==> config.mk <==
export PLATFORM = sky130hd
export DESIGN_NAME = nose_hoover_thermostat_step
export DESIGN_NICKNAME = d
export VERILOG_FILES = /design/src/rtl/nht_pkg.sv /design/src/rtl/nose_hoover_thermostat_step.sv /design/src/rtl/nht_mul.sv /design/src/rtl/nht_div.sv
export SDC_FILE = /design/constraint.sdc
export NUM_CORES = 2
export LEC_CHECK = 0
export BUFFER_PORTS_ARGS = -buffer_cell sky130_fd_sc_hd__buf_2
export CAP_MARGIN = 20
export CORE_MARGIN = 2
export CORE_UTILIZATION = 30
export CTS_BUF_LIST = sky130_fd_sc_hd__clkbuf_8 sky130_fd_sc_hd__clkbuf_16
export CTS_CLUSTER_SIZE = 30
export DETAILED_ROUTE_END_ITERATION = 8
export PLACE_DENSITY = 0.56
export SYNTH_ARGS = -nofsm -noshare
export SYNTH_HDL_FRONTEND = slang
export SYNTH_SLANG_ARGS = --single-unit
==> constraint.sdc <==
create_clock -name i_clk -period 15.9 [get_ports i_clk]
set_clock_uncertainty 0.05 [all_clocks]
set_input_delay 3.18 -clock i_clk [delete_from_list [all_inputs] [get_ports i_clk]]
set_output_delay 3.18 -clock i_clk [all_outputs]
set_load 0.01 [all_outputs]
==> src/rtl/nht_pkg.sv <==
package nht_pkg;

    localparam int DATA_W    = 32;
    localparam int DOF_W     = 24;
    localparam int PROD_W    = 2 * DATA_W;
    localparam int NUM_W     = 88;
    localparam int CFG_IDX_W = 3;

    localparam logic [CFG_IDX_W-1:0] CFG_FORM = 3'd0;
    localparam logic [CFG_IDX_W-1:0] CFG_T0   = 3'd1;
    localparam logic [CFG_IDX_W-1:0] CFG_KB   = 3'd2;
    localparam logic [CFG_IDX_W-1:0] CFG_MASS = 3'd3;
    localparam logic [CFG_IDX_W-1:0] CFG_TAU  = 3'd4;
    localparam logic [CFG_IDX_W-1:0] CFG_DT   = 3'd5;

    localparam logic [DATA_W-1:0] POS_CAP = 32'h7FFF_FFFF;
    localparam logic [DATA_W-1:0] NEG_CAP = 32'h8000_0000;

    localparam logic signed [65:0] WIDE_MAX = 66'sd2147483647;
    localparam logic signed [65:0] WIDE_MIN = -66'sd2147483648;

    typedef struct packed {
        logic                     mode;
        logic [DATA_W-1:0]        measured_temperature;
        logic [DOF_W-1:0]         freedom_count;
        logic signed [DATA_W-1:0] velocity_x;
        logic signed [DATA_W-1:0] velocity_y;
        logic signed [DATA_W-1:0] velocity_z;
        logic signed [DATA_W-1:0] accel_in_x;
        logic signed [DATA_W-1:0] accel_in_y;
        logic signed [DATA_W-1:0] accel_in_z;
    } t_in_item;

    typedef struct packed {
        logic signed [DATA_W-1:0] accel_out_x;
        logic signed [DATA_W-1:0] accel_out_y;
        logic signed [DATA_W-1:0] accel_out_z;
        logic signed [DATA_W-1:0] friction_now;
        logic                     zero_temperature;
    } t_out_item;

    typedef struct packed {
        logic busy;
        logic done;
    } t_div_stat;

    function automatic logic [DATA_W-1:0] abs32(input logic signed [DATA_W-1:0] x);
        logic [DATA_W-1:0] u;
        u = x;
        return x[DATA_W-1] ? (~u + 32'd1) : u;
    endfunction

    function automatic logic signed [DATA_W-1:0] sat32(input logic signed [65:0] v);
        logic signed [DATA_W-1:0] r;
        if (v > WIDE_MAX) begin
            r = POS_CAP;
        end else if (v < WIDE_MIN) begin
            r = NEG_CAP;
        end else begin
            r = v[DATA_W-1:0];
        end
        return r;
    endfunction

endpackage

==> src/rtl/nose_hoover_thermostat_step.sv <==
// channel  direction  handshake            payload
// in       input      i_in_valid/o_in_stall   i_in_item (t_in_item)
// out      output     o_out_valid/i_out_stall o_out_item (t_out_item)
// cfg      input      i_cfg_valid/o_cfg_ready i_cfg_index, i_cfg_data
//
// one item at a time; atom items run S_START, S_AX_MUL/S_AX_ACC per axis, S_DONE, then S_IDLE
// mass form updates run S_M1..S_M4 and one division, relaxation form two divisions
// the 88-step restoring divider sets the update latency, one quotient bit a cycle
// reset is synchronous, active low; friction clears, registers return to 1.0, form to mass
// a waiting result is held in the output register while the next item is taken

module nose_hoover_thermostat_step #(
    parameter int FRAC_BITS = 16
) (
    input  logic                          i_clk,
    input  logic                          i_rst_n,
    input  logic                          i_in_valid,
    output logic                          o_in_stall,
    input  nht_pkg::t_in_item             i_in_item,
    output logic                          o_out_valid,
    input  logic                          i_out_stall,
    output nht_pkg::t_out_item            o_out_item,
    input  logic                          i_cfg_valid,
    output logic                          o_cfg_ready,
    input  logic [nht_pkg::CFG_IDX_W-1:0] i_cfg_index,
    input  logic [nht_pkg::DATA_W-1:0]    i_cfg_data
);
    import nht_pkg::*;

    localparam logic [3:0] S_IDLE   = 4'd0;
    localparam logic [3:0] S_START  = 4'd1;
    localparam logic [3:0] S_AX_MUL = 4'd2;
    localparam logic [3:0] S_AX_ACC = 4'd3;
    localparam logic [3:0] S_M1     = 4'd4;
    localparam logic [3:0] S_M2     = 4'd5;
    localparam logic [3:0] S_M3     = 4'd6;
    localparam logic [3:0] S_M4     = 4'd7;
    localparam logic [3:0] S_DIV    = 4'd8;
    localparam logic [3:0] S_DT     = 4'd9;
    localparam logic [3:0] S_UPD    = 4'd10;
    localparam logic [3:0] S_DONE   = 4'd11;

    localparam logic [1:0] AX_X = 2'd0;
    localparam logic [1:0] AX_Y = 2'd1;
    localparam logic [1:0] AX_Z = 2'd2;

    localparam logic [DATA_W-1:0] ONE = DATA_W'(1) << FRAC_BITS;

    logic [3:0]               r_state, n_state;
    logic [1:0]               r_axis;
    logic                     r_phase;
    logic                     r_out_valid;
    logic signed [DATA_W-1:0] r_fric;

    logic                     r_form;
    logic [DATA_W-1:0]        r_t0, r_kb, r_mass, r_tau, r_dt;

    t_in_item                 r_item;
    t_out_item                r_out_item;
    logic [DATA_W-1:0]        r_mag;
    logic                     r_neg;
    logic [DATA_W-1:0]        r_hi;
    logic [PROD_W-1:0]        r_lop;
    logic [DATA_W-1:0]        r_rate;
    logic signed [DATA_W-1:0] r_ax, r_ay, r_az;
    logic                     r_flag;

    logic                     accept;
    logic                     out_free;
    logic                     t_zero;
    logic [DATA_W-1:0]        mul_a, mul_b;
    logic [PROD_W-1:0]        mul_prod;
    logic                     div_start;
    logic [NUM_W-1:0]         div_num;
    logic [DATA_W-1:0]        div_den;
    t_div_stat                div_stat;
    logic [NUM_W-1:0]         div_quot;
    logic                     div_again;

    logic signed [DATA_W-1:0] vel_sel, acc_sel, acc_res;
    logic [PROD_W-1:0]        shifted;
    logic signed [65:0]       shifted_w;
    logic signed [65:0]       acc_wide, fric_wide;
    logic [DATA_W-1:0]        cap32;
    logic [DATA_W-1:0]        rate_sat;

    assign accept      = i_in_valid && (r_state == S_IDLE);
    assign o_in_stall  = (r_state != S_IDLE);
    assign o_cfg_ready = 1'b1;
    assign out_free    = !r_out_valid || !i_out_stall;
    assign t_zero      = (r_item.measured_temperature == '0);
    assign div_again   = div_stat.done && r_form && !r_phase;

    nht_mul u_mul (
        .i_clk  (i_clk),
        .i_a    (mul_a),
        .i_b    (mul_b),
        .o_prod (mul_prod)
    );

    nht_div u_div (
        .i_clk   (i_clk),
        .i_rst_n (i_rst_n),
        .i_start (div_start),
        .i_num   (div_num),
        .i_den   (div_den),
        .o_stat  (div_stat),
        .o_quot  (div_quot)
    );

    always_comb begin
        case (r_axis)
            AX_X: begin
                vel_sel = r_item.velocity_x;
                acc_sel = r_item.accel_in_x;
            end
            AX_Y: begin
                vel_sel = r_item.velocity_y;
                acc_sel = r_item.accel_in_y;
            end
            default: begin
                vel_sel = r_item.velocity_z;
                acc_sel = r_item.accel_in_z;
            end
        endcase
    end

    always_comb begin
        case (r_state)
            S_AX_MUL: begin
                mul_a = abs32(r_fric);
                mul_b = abs32(vel_sel);
            end
            S_M1: begin
                mul_a = r_kb;
                mul_b = r_mag;
            end
            S_M2: begin
                mul_a = mul_prod[DATA_W-1:0];
                mul_b = DATA_W'(r_item.freedom_count);
            end
            S_M3: begin
                mul_a = r_hi;
                mul_b = DATA_W'(r_item.freedom_count);
            end
            S_DT: begin
                mul_a = r_rate;
                mul_b = r_dt;
            end
            default: begin
                mul_a = '0;
                mul_b = '0;
            end
        endcase
    end

    always_comb begin
        div_start = 1'b0;
        div_num   = '0;
        div_den   = '0;
        case (r_state)
            S_START: begin
                if (!r_item.mode && !t_zero && r_form) begin
                    div_start = 1'b1;
                    div_num   = NUM_W'(r_mag) << FRAC_BITS;
                    div_den   = r_item.measured_temperature;
                end
            end
            S_M4: begin
                div_start = 1'b1;
                div_num   = NUM_W'(r_lop) + (NUM_W'(mul_prod) << DATA_W);
                div_den   = r_mass;
            end
            S_DIV: begin
                if (div_again) begin
                    div_start = 1'b1;
                    div_num   = div_quot << FRAC_BITS;
                    div_den   = r_tau;
                end
            end
            default: begin
                div_start = 1'b0;
            end
        endcase
    end

    // shared datapath after the multiplier
    assign shifted   = mul_prod >> FRAC_BITS;
    assign shifted_w = $signed({2'b00, shifted});
    assign acc_wide  = (r_fric[DATA_W-1] ^ vel_sel[DATA_W-1]) ?
                       66'(acc_sel) + shifted_w : 66'(acc_sel) - shifted_w;
    assign acc_res   = sat32(acc_wide);
    assign fric_wide = r_neg ? 66'(r_fric) - shifted_w : 66'(r_fric) + shifted_w;

    assign cap32    = r_neg ? NEG_CAP : POS_CAP;
    assign rate_sat = ((|div_quot[NUM_W-1:DATA_W]) || (div_quot[DATA_W-1:0] > cap32)) ?
                      cap32 : div_quot[DATA_W-1:0];

    always_comb begin
        n_state = r_state;
        case (r_state)
            S_IDLE: begin
                if (accept) begin
                    n_state = S_START;
                end
            end
            S_START: begin
                if (r_item.mode) begin
                    n_state = S_AX_MUL;
                end else if (t_zero) begin
                    n_state = S_DONE;
                end else if (r_form) begin
                    n_state = S_DIV;
                end else begin
                    n_state = S_M1;
                end
            end
            S_AX_MUL: n_state = S_AX_ACC;
            S_AX_ACC: n_state = (r_axis == AX_Z) ? S_DONE : S_AX_MUL;
            S_M1:     n_state = S_M2;
            S_M2:     n_state = S_M3;
            S_M3:     n_state = S_M4;
            S_M4:     n_state = S_DIV;
            S_DIV: begin
                if (div_stat.done && !div_again) begin
                    n_state = S_DT;
                end
            end
            S_DT:     n_state = S_UPD;
            S_UPD:    n_state = S_DONE;
            S_DONE: begin
                if (out_free) begin
                    n_state = S_IDLE;
                end
            end
            default:  n_state = S_IDLE;
        endcase
    end

    always_ff @(posedge i_clk) begin
        if (!i_rst_n) begin
            r_state     <= S_IDLE;
            r_axis      <= AX_X;
            r_phase     <= 1'b0;
            r_out_valid <= 1'b0;
            r_fric      <= '0;
            r_form      <= 1'b0;
            r_t0        <= ONE;
            r_kb        <= ONE;
            r_mass      <= ONE;
            r_tau       <= ONE;
            r_dt        <= ONE;
        end else begin
            r_state <= n_state;
            if (i_cfg_valid) begin
                case (i_cfg_index)
                    CFG_FORM: r_form <= i_cfg_data[0];
                    CFG_T0:   r_t0   <= i_cfg_data;
                    CFG_KB:   r_kb   <= i_cfg_data;
                    CFG_MASS: r_mass <= i_cfg_data;
                    CFG_TAU:  r_tau  <= i_cfg_data;
                    CFG_DT:   r_dt   <= i_cfg_data;
                    default:  r_form <= r_form;
                endcase
            end
            if (r_state == S_START) begin
                r_axis  <= AX_X;
                r_phase <= 1'b0;
            end
            if (r_state == S_AX_ACC) begin
                r_axis <= r_axis + 2'd1;
            end
            if (r_state == S_DIV && div_again) begin
                r_phase <= 1'b1;
            end
            if (r_state == S_UPD) begin
                r_fric <= sat32(fric_wide);
            end
            if (r_state == S_DONE && out_free) begin
                r_out_valid <= 1'b1;
            end else if (!i_out_stall) begin
                r_out_valid <= 1'b0;
            end
        end
    end

    always_ff @(posedge i_clk) begin
        if (accept) begin
            r_item <= i_in_item;
            r_neg  <= i_in_item.measured_temperature < r_t0;
            r_mag  <= (i_in_item.measured_temperature < r_t0) ?
                      r_t0 - i_in_item.measured_temperature :
                      i_in_item.measured_temperature - r_t0;
        end
        if (r_state == S_START) begin
            r_ax   <= '0;
            r_ay   <= '0;
            r_az   <= '0;
            r_flag <= !r_item.mode && t_zero;
        end
        if (r_state == S_M2) begin
            r_hi <= mul_prod[PROD_W-1:DATA_W];
        end
        if (r_state == S_M3) begin
            r_lop <= mul_prod;
        end
        if (r_state == S_AX_ACC) begin
            case (r_axis)
                AX_X:    r_ax <= acc_res;
                AX_Y:    r_ay <= acc_res;
                default: r_az <= acc_res;
            endcase
        end
        if (r_state == S_DIV && div_stat.done) begin
            r_rate <= rate_sat;
        end
        if (r_state == S_DONE && out_free) begin
            r_out_item.accel_out_x      <= r_ax;
            r_out_item.accel_out_y      <= r_ay;
            r_out_item.accel_out_z      <= r_az;
            r_out_item.friction_now     <= r_fric;
            r_out_item.zero_temperature <= r_flag;
        end
    end

    assign o_out_valid = r_out_valid;
    assign o_out_item  = r_out_item;

endmodule

==> src/rtl/nht_mul.sv <==
module nht_mul (
    input  logic                        i_clk,
    input  logic [nht_pkg::DATA_W-1:0]  i_a,
    input  logic [nht_pkg::DATA_W-1:0]  i_b,
    output logic [nht_pkg::PROD_W-1:0]  o_prod
);
    import nht_pkg::*;

    logic [PROD_W-1:0] r_prod;

    always_ff @(posedge i_clk) begin
        r_prod <= PROD_W'(i_a) * PROD_W'(i_b);
    end

    assign o_prod = r_prod;

endmodule

==> src/rtl/nht_div.sv <==
module nht_div (
    input  logic                        i_clk,
    input  logic                        i_rst_n,
    input  logic                        i_start,
    input  logic [nht_pkg::NUM_W-1:0]   i_num,
    input  logic [nht_pkg::DATA_W-1:0]  i_den,
    output nht_pkg::t_div_stat          o_stat,
    output logic [nht_pkg::NUM_W-1:0]   o_quot
);
    import nht_pkg::*;

    localparam int CNT_W = $clog2(NUM_W);

    logic [NUM_W-1:0]  r_num;
    logic [DATA_W-1:0] r_rem;
    logic [DATA_W-1:0] r_den;
    logic [CNT_W-1:0]  r_cnt;
    logic              r_busy;
    logic              r_done;

    logic [DATA_W:0]   rem2;
    logic [DATA_W:0]   diff;
    logic              ge;

    assign rem2 = {r_rem, r_num[NUM_W-1]};
    assign diff = rem2 - {1'b0, r_den};
    assign ge   = rem2 >= {1'b0, r_den};

    always_ff @(posedge i_clk) begin
        if (!i_rst_n) begin
            r_busy <= 1'b0;
            r_done <= 1'b0;
            r_cnt  <= '0;
        end else begin
            r_done <= 1'b0;
            if (i_start) begin
                r_busy <= 1'b1;
                r_cnt  <= CNT_W'(NUM_W - 1);
            end else if (r_busy) begin
                r_cnt <= r_cnt - 1'b1;
                if (r_cnt == '0) begin
                    r_busy <= 1'b0;
                    r_done <= 1'b1;
                end
            end
        end
    end

    // restoring division, quotient bits shift in behind the numerator
    always_ff @(posedge i_clk) begin
        if (i_start) begin
            r_num <= i_num;
            r_rem <= '0;
            r_den <= (i_den == '0) ? DATA_W'(1) : i_den;
        end else if (r_busy) begin
            r_num <= {r_num[NUM_W-2:0], ge};
            r_rem <= ge ? diff[DATA_W-1:0] : rem2[DATA_W-1:0];
        end
    end

    assign o_stat.busy = r_busy;
    assign o_stat.done = r_done;
    assign o_quot      = r_num;

endmodule

==> flow_summary.toml <==
[clock_tree]
tritoncts_buffers = 109
cts_tree = "done"
htreeDepth = 3
cts_max_path_buffers = 3
clk-insertion-delay-late_ns = 0.74
hold_fix_buffers_at_cts = 0
cts-resized-gates = 0
worst_setup_hold_path_clk_slew_ns = 0.07
clock_sinks = 1062
clock_tree.root_cell = "clkbuf_16"
post-cts-setup-buffer-count = 0

[run]
drv_cap = 0

[placement]
post_dp_cell_area_um2 = 95520
io_port_bufs = 419
globalplace.congestion = 0.9604
place_ws_ns = 3.704
dp.final_hpwl_mm = 265.4

[worst_setup_path]
endpoint_class_of_the_critical_path = "flip-flop"
crit_path_start_kind = "flip-flop"
arrival_ns = 13.10
crit_path_max_fo = 28
worst_path_max_delay_cell = "o21a_1"
critical_path_required_ns = 16.51
critical-path-max-stage-delay_ns = 0.93
critical-path-top-delay-family = "compound AO/OA/AOI/OAI gates"
critical-path-top-cell-by-count = "fa_1"
critical_path_class = "flip-flop to flip-flop"
worstPathBufferInverterCount = 5

[status]
violated_checks = "design-rule violations"
run_status = "finished, violations left"

[yosys]
yosysWarningCount = 0
seq_area_frac_synth_pct = 31.45
ys_ff_latch = 1062
syn-mean-instance-area_um2 = 9.450
mappedNetlistNets = 11100
synth.lib_cells_used.distinct = 94
synth_flop_cell = "edfxtp_1"
syn-cell-area_um2 = 88610
async_flop_share_pct = 0
number_of_synthesized_flops_with_an_enable_pin = 660
number_of_instances_in_the_synthesized_netlist = 9376

[sta]
final_hold_viol_count = 0
period_minus_slack_ns = 12.48
rsz0062_at_grt = "no"
layout_worst_path_cycle_share_pct = 78.52
finalHoldWorstSlack_ns = 0.3720
final.setup.worst_slack_ns = 3.416
clock.fmax_ghz = 0.08010
worstMarginPinSlew_ns = 1.264
setup_viol_count_final = 0
timing.setup.tns_ns = 0
slew_viol_final = 0
max-slew-margin-rel_pct = 15.35

[pwr]
vdd_drop_max_mv = 0.1157
total_power_w = 0.01237
power_per_cell_area_nw_per_um2 = 124.7
total_leakage_power_nw = 43.45

[layout]
fin_area_um2 = 99200
areaGrowthSynthToFinish_pct = 11.96
drive_gt1_share_pct = 9.723
fin_nets = 11320

[die]
dieHeight_um = 547.5
num_rows = 199
horiz_die_dim_um = 547.5
design.die.area_um2 = 299700
floorplan.core_area_um2 = 293800
ios = 421
floorplan.initialDensity_pct = 30.16

[global_route]
gr-usage-met1_pct = 29.87
via_count_of_the_first_global_routing_pass = 71980
grt_max_usage_layer = "met2"
grt_use_met3_pct = 5.233
global_route_wire_length_before_repair_mm = 495.9
global_route.usage.total_pct = 22.33
grt_max_degree = 157
number_of_antenna_violations_at_the_first_check_in_global_routing = 39
grt_use_met2_pct = 34.49
gr-total-overflow = 0

[detailed_routing]
post_drt_wl_per_cell_um = 25.19
drtAntennaViolNets = 0
totalWireLength_mm = 343.5
drtIter0Drc = 8457
vias = 72530
drc = 162
drt-vias-per-instance = 5.320
detail_route.first_pass.iterations = 9

[worst_hold_path]
timing.hold.worst.class = "flip-flop to flip-flop"
## through the flow
| stage | utilization, % | cells |
|---|---|---|
| 6_report | 33.76 | 13630 |
| 5_1_grt | 33.76 | 13630 |
| 4_1_cts | 33.75 | 13620 |
| 3_5_place_dp | 32.51 | 13410 |
| 3_3_place_gp | 32.51 | 13410 |
| 2_1_floorplan | - | 9376 |
## metal layers
| layer | up-vias | routed length [um] |
|---|---|---|
| met2 | 3604 | 150400 |
| li1 | 31940 | - |
| met3 | 682 | 34290 |
| met4 | 20 | 16640 |
| met5 | - | 129 |
| met1 | 36290 | 142000 |
## synthesized netlist by cell type (all sizes together) (40+ instances only)
library cell  instances  area share [%]
nand2              1153             4.9
nor4                 50            0.37
a221o               100             1.1
and3                 46            0.32
clkbuf              467             2.0
nand4                89            0.64
nand2b               89            0.63
nor3                 85            0.49
fa                  902              20
dfxtp               402             9.1
inv                1266             5.4
nor2                807             3.4
ha                  529             7.5
o211ai               58            0.49
xnor2               219             2.2
nor2b                89            0.63
a21boi              177             1.5
a222oi               88            0.99
a21oi               439             2.5
buf                  56            0.31
o21bai               40            0.34
and2                 87            0.61
a22oi                98            0.83
nand3                73            0.41
a21o                169             1.4
xor2                182             1.8
o21a                 76            0.64
a211oi               55            0.48
o21ai               380             2.2
edfxtp              660              22
## cells in the final DEF, fill, tap and decap left out, types with 48 or more instances in the layout
cell and n:
o21a_1 76, a222oi_1 88, a211oi_1 53, xnor2_1 217, buf_2 418, a21oi_1 434
ha_1 527, clkbuf_16 114, nand4_1 88, buf_4 216, a21o_1 169, a22oi_1 98
nor2b_1 88, xor2_1 182, nor2_1 792, fa_1 902, nand3_1 73, nand2_1 1152
dfxtp_1 400, and2_1 87, edfxtp_1 660, nand2b_1 88, a21boi_0 175, o211ai_1 58
nor4_1 48, a221o_1 100, nor3_1 82, o21ai_0 337, inv_1 1292
## sequential cells by signal, indices dropped and copies added, names as in the netlist, 2 cells and up
name          flops
o_out_item      129
r_ax             32
r_axis            2
r_ay             32
r_az             32
r_dt             32
r_fric           32
r_hi             32
r_item          249
r_kb             32
r_lop            64
r_mag            32
r_mass           32
r_rate           32
r_state           4
r_t0             32
r_tau            32
u_div.o_quot     88
u_div.r_cnt       7
u_div.r_den      32
u_div.r_rem      32
u_mul.o_prod     64
## cell type report
type	count	area [um2]
Fill cell	30150	194600
Multi-Input combinational cell	6525	54230
Sequential cell	1062	27870
Tap cell	3919	4903
Inverter	1266	4753
Timing Repair Buffer	639	3780
Clock buffer	133	3114
Clock inverter	74	515.5
Antenna cell	15	37.54
## cells by family after synthesis
logic type	Yosys count	share of synthesized area, %
DFF	1062	31.45
buffers and inverters	1789	7.649
AOI/OAI and AO/OA	1937	14.84
and+or+nand+nor	2683	13.39
xor gates and xnor gates	401	3.964
muxes	72	0.8614
adders and majority gates	1431	27.85
other	1	0.004232
## where the power goes
part | switching, W | internal, W | total [W] | leakage (nW)
combinational | 0.00425 | 0.00213 | 0.00638 | 32.2
sequential | 0.000160 | 0.00320 | 0.00336 | 9.40
clock | 0.00117 | 0.00146 | 0.00263 | 1.88
total | 0.00559 | 0.00678 | 0.0124 | 43.4
## final timing paths
| kind | start | endpoint | slack (ns) | cells after the start |
|---|---|---|---|---|
| min | r_flag | o_out_item[0] | 0.37 | 0 |
| max reg2reg | r_axis[0] | u_mul.o_prod[58] | 3.42 | 34 |
| min reg2reg | r_flag | o_out_item[0] | 0.37 | 0 |
| max | r_axis[0] | u_mul.o_prod[58] | 3.42 | 34 |
(Power assumes the default switching activity.)
